## src/rtl/ogbt_pkg.sv

```systemverilog
// ----------------------------------------------------------------------------
// ogbt_pkg
// Shared types and constants of the occupancy grid block threshold design.
// ----------------------------------------------------------------------------
package ogbt_pkg;

    localparam int DEF_MAX_WIDTH   = 64;
    localparam int DEF_MAX_HEIGHT  = 64;
    localparam int DEF_SAMPLE_BITS = 16;

    localparam int POS_W      = 6;
    localparam int DIM_W      = 7;
    localparam int THR_W      = 16;
    localparam int CFG_W      = 16;
    localparam int CFG_IDX_W  = 2;
    localparam int IN_VAL_W   = 16;
    localparam int FRAC_BITS  = 16;
    localparam int DIV_BITS   = 6;
    localparam int DIV_CNT_W  = 3;

    localparam logic [CFG_IDX_W-1:0] CFG_GRID_WIDTH  = 2'd0;
    localparam logic [CFG_IDX_W-1:0] CFG_GRID_HEIGHT = 2'd1;
    localparam logic [CFG_IDX_W-1:0] CFG_CELL_SIDE   = 2'd2;
    localparam logic [CFG_IDX_W-1:0] CFG_THRESHOLD   = 2'd3;

    localparam logic [DIM_W-1:0] RST_GRID_WIDTH  = 7'd64;
    localparam logic [DIM_W-1:0] RST_GRID_HEIGHT = 7'd64;
    localparam logic [DIM_W-1:0] RST_CELL_SIDE   = 7'd4;
    localparam logic [THR_W-1:0] RST_THRESHOLD   = 16'd32768;

    localparam logic REQ_WRITE = 1'b0;
    localparam logic REQ_QUERY = 1'b1;

    typedef enum logic [3:0] {
        ST_CLEAR,
        ST_IDLE,
        ST_SCAN,
        ST_SCAN_END,
        ST_DIV_X,
        ST_DIV_Y,
        ST_SETUP,
        ST_BLOCK,
        ST_BLOCK_END,
        ST_DONE
    } state_t;

    typedef struct packed {
        logic                start;
        logic [DIV_BITS-1:0] dividend;
        logic [DIM_W-1:0]    divisor;
    } div_req_t;

    typedef struct packed {
        logic                done;
        logic [DIV_BITS-1:0] quot;
        logic [DIM_W-1:0]    rem;
    } div_rsp_t;

endpackage

```

## src/rtl/ogbt_div.sv

```systemverilog
// ----------------------------------------------------------------------------
// ogbt_div
// Restoring divider, one quotient bit per cycle, shared by both grid axes.
// ----------------------------------------------------------------------------
module ogbt_div (
    input  logic              clk,
    input  logic              rst_n,
    input  ogbt_pkg::div_req_t req,
    output ogbt_pkg::div_rsp_t rsp
);
    import ogbt_pkg::*;

    logic                 busy_reg, busy_next;
    logic                 done_reg, done_next;
    logic [DIV_CNT_W-1:0] cnt_reg, cnt_next;
    logic [DIV_BITS-1:0]  dvd_reg, dvd_next;
    logic [DIV_BITS-1:0]  quot_reg, quot_next;
    logic [DIM_W-1:0]     rem_reg, rem_next;
    logic [DIM_W-1:0]     dsr_reg, dsr_next;
    logic [DIM_W:0]       trial;
    logic [DIM_W:0]       diff;
    logic                 fits;

    assign trial = {rem_reg, dvd_reg[DIV_BITS-1]};
    assign fits  = trial >= {1'b0, dsr_reg};
    assign diff  = trial - {1'b0, dsr_reg};

    always_comb
    begin
        busy_next = busy_reg;
        done_next = 1'b0;
        cnt_next  = cnt_reg;
        dvd_next  = dvd_reg;
        quot_next = quot_reg;
        rem_next  = rem_reg;
        dsr_next  = dsr_reg;
        if (req.start)
        begin
            busy_next = 1'b1;
            cnt_next  = '0;
            dvd_next  = req.dividend;
            quot_next = '0;
            rem_next  = '0;
            dsr_next  = req.divisor;
        end
        else if (busy_reg)
        begin
            dvd_next  = {dvd_reg[DIV_BITS-2:0], 1'b0};
            quot_next = {quot_reg[DIV_BITS-2:0], fits};
            rem_next  = fits ? diff[DIM_W-1:0] : trial[DIM_W-1:0];
            cnt_next  = cnt_reg + 1'b1;
            if (cnt_reg == DIV_CNT_W'(DIV_BITS - 1))
            begin
                busy_next = 1'b0;
                done_next = 1'b1;
            end
        end
    end

    always_ff @(posedge clk or negedge rst_n)
    begin
        if (!rst_n)
        begin
            busy_reg <= 1'b0;
            done_reg <= 1'b0;
        end
        else
        begin
            busy_reg <= busy_next;
            done_reg <= done_next;
        end
    end

    always_ff @(posedge clk)
    begin
        cnt_reg  <= cnt_next;
        dvd_reg  <= dvd_next;
        quot_reg <= quot_next;
        rem_reg  <= rem_next;
        dsr_reg  <= dsr_next;
    end

    assign rsp.done = done_reg;
    assign rsp.quot = quot_reg;
    assign rsp.rem  = rem_reg;

    a_start_idle: assert property (@(posedge clk) disable iff (!rst_n)
        req.start |-> !busy_reg)
        else $error("divider started while busy");

    a_done_not_busy: assert property (@(posedge clk) disable iff (!rst_n)
        done_reg |-> !busy_reg)
        else $error("divider done while still busy");

    a_rem_below: assert property (@(posedge clk) disable iff (!rst_n)
        done_reg |-> rem_reg < dsr_reg)
        else $error("divider remainder not below divisor");

endmodule

```

## config.mk

```make
export PLATFORM = sky130hd
export DESIGN_NAME = ogbt_div
export DESIGN_NICKNAME = d
export VERILOG_FILES = /design/src/rtl/ogbt_pkg.sv /design/src/rtl/ogbt_div.sv
export SDC_FILE = /design/constraint.sdc
export NUM_CORES = 1
export LEC_CHECK = 0
export BUFFER_PORTS_ARGS = -buffer_cell sky130_fd_sc_hd__buf_2
export CORE_MARGIN = 2
export CORE_UTILIZATION = 54
export DETAILED_ROUTE_END_ITERATION = 8
export GPL_TIMING_DRIVEN = 0
export PLACE_DENSITY = 0.79
export SLEW_MARGIN = 20
export SYNTH_ARGS = -nofsm -noshare
export SYNTH_HDL_FRONTEND = slang
export SYNTH_SLANG_ARGS = --single-unit
```

## constraint.sdc

```tcl
create_clock -name clk -period 2.4 [get_ports clk]
set_input_delay 0.24 -clock clk [delete_from_list [all_inputs] [get_ports clk]]
set_output_delay 0.24 -clock clk [all_outputs]
set_load 0.02 [all_outputs]
```

# Word level (Yosys, flattened, before mapping)
# Index checks and enable logic that the tools add are counted.
[totals] output_inout_bits=14 regBits=31 word_cells=21 inputBits=16
[op_classes] n_eq_ne=1 reduce_logical=1 mux=9 magnitude_cmp=1 addsub=2
[op_table] operator="6-bit two-way mux" n=2
[op_table] operator="8-bit by 7-bit >= comparator with 1-bit output" n=1
[op_table] operator="7-bit two-way mux" n=1
[op_table] operator="7-bit subtractor" n=1
[op_table] operator="1-bit two-way mux" n=6
[op_table] operator="3-bit by 1-bit adder with 3-bit output (second input constant)" n=1
[op_table] operator="3-bit equality test (second input constant)" n=1
[op_table] operator="2-bit nonzero test" n=1

# Depth between registers and ports, before layout
[logic_depth] depth_word=4 ltp_mapped=8 depth_no_buf=8

# Least setup slack after synthesis
# OpenSTA, ideal clock, no wires.
[synth_timing] path_type="register to register" start="register rem_reg[0]" end="register rem_reg[0]" setup_time_ns=0.079 arrival_ns=2.181 synth_period_minus_slack_ns=2.260 setup_slack_ns=0.140 n_path_buf=0 path_stages_with_launch=8 required_time_ns=2.321 path_cell_list="dfxtp_1 -> inv_1 -> fa_1 -> nand2b_1 -> o2bb2ai_1 -> o211ai_4 -> mux2_4 -> a211oi_2"
[synth_via] elab_chain_len=2
[synth_rtl] item="start: declaration" line="ogbt_div.sv:18" source="logic [DIM_W-1:0] rem_reg, rem_next;"
[synth_rtl] item="start signal: assignment" line="ogbt_div.sv:79" source="rem_reg <= rem_next;"
[synth_rtl] item="8-bit by 7-bit >= comparator with 1-bit output" line="ogbt_div.sv:25" source="assign fits = trial >= {1'b0, dsr_reg};"
[synth_rtl] item="7-bit two-way mux" line="ogbt_div.sv:50" source="rem_next = fits ? diff[DIM_W-1:0] : trial[DIM_W-1:0];"
# Every way passes these cells.
# A chain may end at the register's enable or synchronous reset.

# Worst setup path after layout
[layout_timing] start="register dsr_reg[0]" end="register rem_reg[0]"
[layout_via] elab_chain_len=2 word_cells_on_any_way=3 classes_between="add/sub: 1; order compare: 1; mux: 1"
[layout_rtl] item="start: declaration" line="ogbt_div.sv:19" source="logic [DIM_W-1:0] dsr_reg, dsr_next;"
[layout_rtl] item="start signal: assignment" line="ogbt_div.sv:80" source="dsr_reg <= dsr_next;"
[layout_rtl] item="7-bit subtractor or 8-bit by 7-bit >= comparator with 1-bit output (tied branches)" line="ogbt_div.sv:26, ogbt_div.sv:25"
[layout_rtl] item="7-bit two-way mux *" line="ogbt_div.sv:50"
# Mark *: on every way between the ends. The rest lies on a longest branch, timed or not.

==> impl_metrics.yaml <==
power_and_ir_drop:
  p_sw_w: 0.000717
  power_density_mw_per_mm2: 1030
  pwr-share-comb_pct: 47.9
  p_leak_nw: 0.853
  seqPwrFrac_pct: 38.0
  power.share.clock_pct: 14.1
  peakVddDrop_uv: 848
  p_total_w: 0.00190
  switching_share_pct: 37.8
  p_int_w: 0.00118
layout:
  antennaDiodeCount: 0
  fin_cells: 214
  drive_above_1_share_pct: 26.2
  nNetsFinal: 208
  final_common_cell: "buf_2"
  final_cell_mix: "29 x buf_2, 19 x nor2_1, 16 x dfxtp_1"
  areaGrowthSynthToFinish_pct: 17.7
floorplanning:
  initial_utilization_pct: 56.6
  core.rowCount: 19
  core_area_sq_mm: 0.00276
  dieWidth_um: 57.8
  fp.dieH_um: 57.8
  dieArea_sq_mm: 0.00334
  ios: 30
yosys:
  synth_flop_cell: "dfxtp_1"
  yosysSeqAreaShare_pct: 48.8
  syn_inst: 143
  async_flop_share_pct: 6.45
  syn_avg_cell_area_sq_um: 10.9
  synth.area.top_cells: "edfxtp_1 25%, dfxtp_1 21%, ha_1 7.2%"
  yosysTopAreaCellShare_pct: 25.0
  synth_cell_type_count: 38
  synth_area_sq_mm: 0.00156
  syn_nets: 169
  ys_warn_count: 0
  yosys.area.top_type: "edfxtp_1"
  synth_seq_cells: 31
  synth_edf_count: 13
sta:
  fmax_mhz: 448
  final-setup-viol-count: 0
  hold_violations: 0
  setup_tns_ns: 0
  clock_skew_ns: 0.0139
  rsz0062_at_grt: "false"
  fin_crit_sh_pct: 93.1
  tightest_slew_ns: 0.549
  min_period_ns: 2.23
  slew_viol_final: 0
  slew_headroom_pct: 63.4
clock_network:
  clk_latency_ns: 0.32
  h-tree-depth: 2
  cts-buffers-inserted: 5
  clk_pin_slew_ns: 0.09
  cts_tree: "yes"
  cts_sinks: 31
  root_buffer: "clkbuf_4"
  clock_path_buffers: 2
grt:
  grt_overflow_total: 0
  grt_pass1_wl_um: 4980
  grtUsageTotal_pct: 20.1
  grt_antenna_before_repair: 0
  grt_busiest_layer: "met2"
  grt_use_met3_pct: 7.37
  met2_usage_pct: 33.6
  grt_use_met1_pct: 22.7
  grt_pass1_vias: 1176
  grt_max_degree: 11
routing:
  ant_nets: 0
  via_per_inst: 5.47
  via_count: 1170
  drc: 0
  drtIter0Drc: 30
  dr.pass1.iters: 6
  wire_per_inst_um: 13.6
  wl_um: 2920
worst_setup_path:
  crit_fanout: 3
  path_class: "reg -> reg"
  cp-start-kind: "register"
  arrival_ns: 2.48
  cp-end-kind: "register"
  cp.required_ns: 2.65
worst_hold_path:
  hp-class: "in -> reg"
run_status:
  status: "completed"
place:
  port_buffers: 29
  post-place-cells: 203
  gp_congestion: 0.815
  dpl.hpwl_um: 2230
job:
  drv_cap: 0
## worst paths after layout
| kind | startpoint | end | slack [ns] | cells after the start |
|---|---|---|---|---|
| max | dsr_reg[0] | rem_reg[0] | 0.17 | 7 |
| min | req[3] | dsr_reg[3] | 0.09 | 1 |
| max reg2reg | dsr_reg[0] | rem_reg[0] | 0.17 | 7 |
| min reg2reg | cnt_reg[2] | done_reg | 0.47 | 2 |
| max in group asynchronous | rst_n | busy_reg | 2.08 | 2 |
| min in group asynchronous | rst_n | done_reg | 0.22 | 2 |
## area by class of cell
class	instances	area, sq um
timing repair buffer	32	183
tap	31	38.8
fill	222	921
multi-input combinational	94	734
clock buffer	8	48.8
inverter	13	48.8
sequential	31	761
buffer	5	22.5
## metal layers
metal  vias up  share of wire, %
met5         -                 0
met4         0               2.0
met2        29                51
met1       550                42
li1        584                 -
met3         7               5.0
## synthesized netlist by cell type, drive strengths merged (2+ instances only)
master	number
nor2	19
dfxtp	16
edfxtp	13
inv	13
mux2i	11
ha	9
mux2	6
nand2	6
a211oi	4
a21oi	4
nor3	4
o21ai	4
buf	3
nand2b	3
xnor2	3
a21o	2
clkbuf	2
dfrtp	2
nor2b	2
o31ai	2
xor2	2
## what timing repair did
item,4_1_cts,5_1_grt
resized for setup,0,1
hold buffers,1,0
buffers inserted,2,0
endpoints found under the hold margin,2,0
setup endpoints to repair,1,2
pin swaps,1,1
## cells by family after synthesis
group	synth area share, %
AND/OR/NAND/NOR	11.5
flip-flops	48.8
AO/OA/AOI/OAI	12.2
buffers and inverters	4.57
multiplexers	11.6
adder cells (fa/ha/maj)	8.50
XOR/XNOR	2.81
## metrics by stage
step	hold slack, ns	cell area [sq um]	setup WS, ns	util (%)
2_1_floorplan	-0.0556	1560	0.140	-
3_3_place_gp	0.0248	1740	0.0772	63.2
3_5_place_dp	0.0341	1740	0.00336	63.2
4_1_cts	0.0724	1830	0.0820	66.4
5_1_grt	0.0583	1840	0.0565	66.6
6_report	0.0883	1840	0.167	66.6
## power by group through the flow
stage | Clock (W) | Combinational (W) | Sequential, W
after global placement | 0 | 0.000773 | 0.000725
after detailed placement | 0 | 0.000808 | 0.000731
after floorplan | 0 | 0.000549 | 0.000789
after global routing | 0.000302 | 0.000997 | 0.000733
final | 0.000268 | 0.000908 | 0.000720
after CTS | 0.000279 | 0.000896 | 0.000720
## critical path: stages, from the launching register on
cell       delay [ns]
edfxtp_1         0.39
ha_1             0.23
fa_1             0.40
nand2b_1         0.19
o2bb2ai_2        0.16
o211ai_4         0.26
mux2_4           0.34
a211oi_2         0.20
No activity file was read; power rests on OpenSTA's default activity.
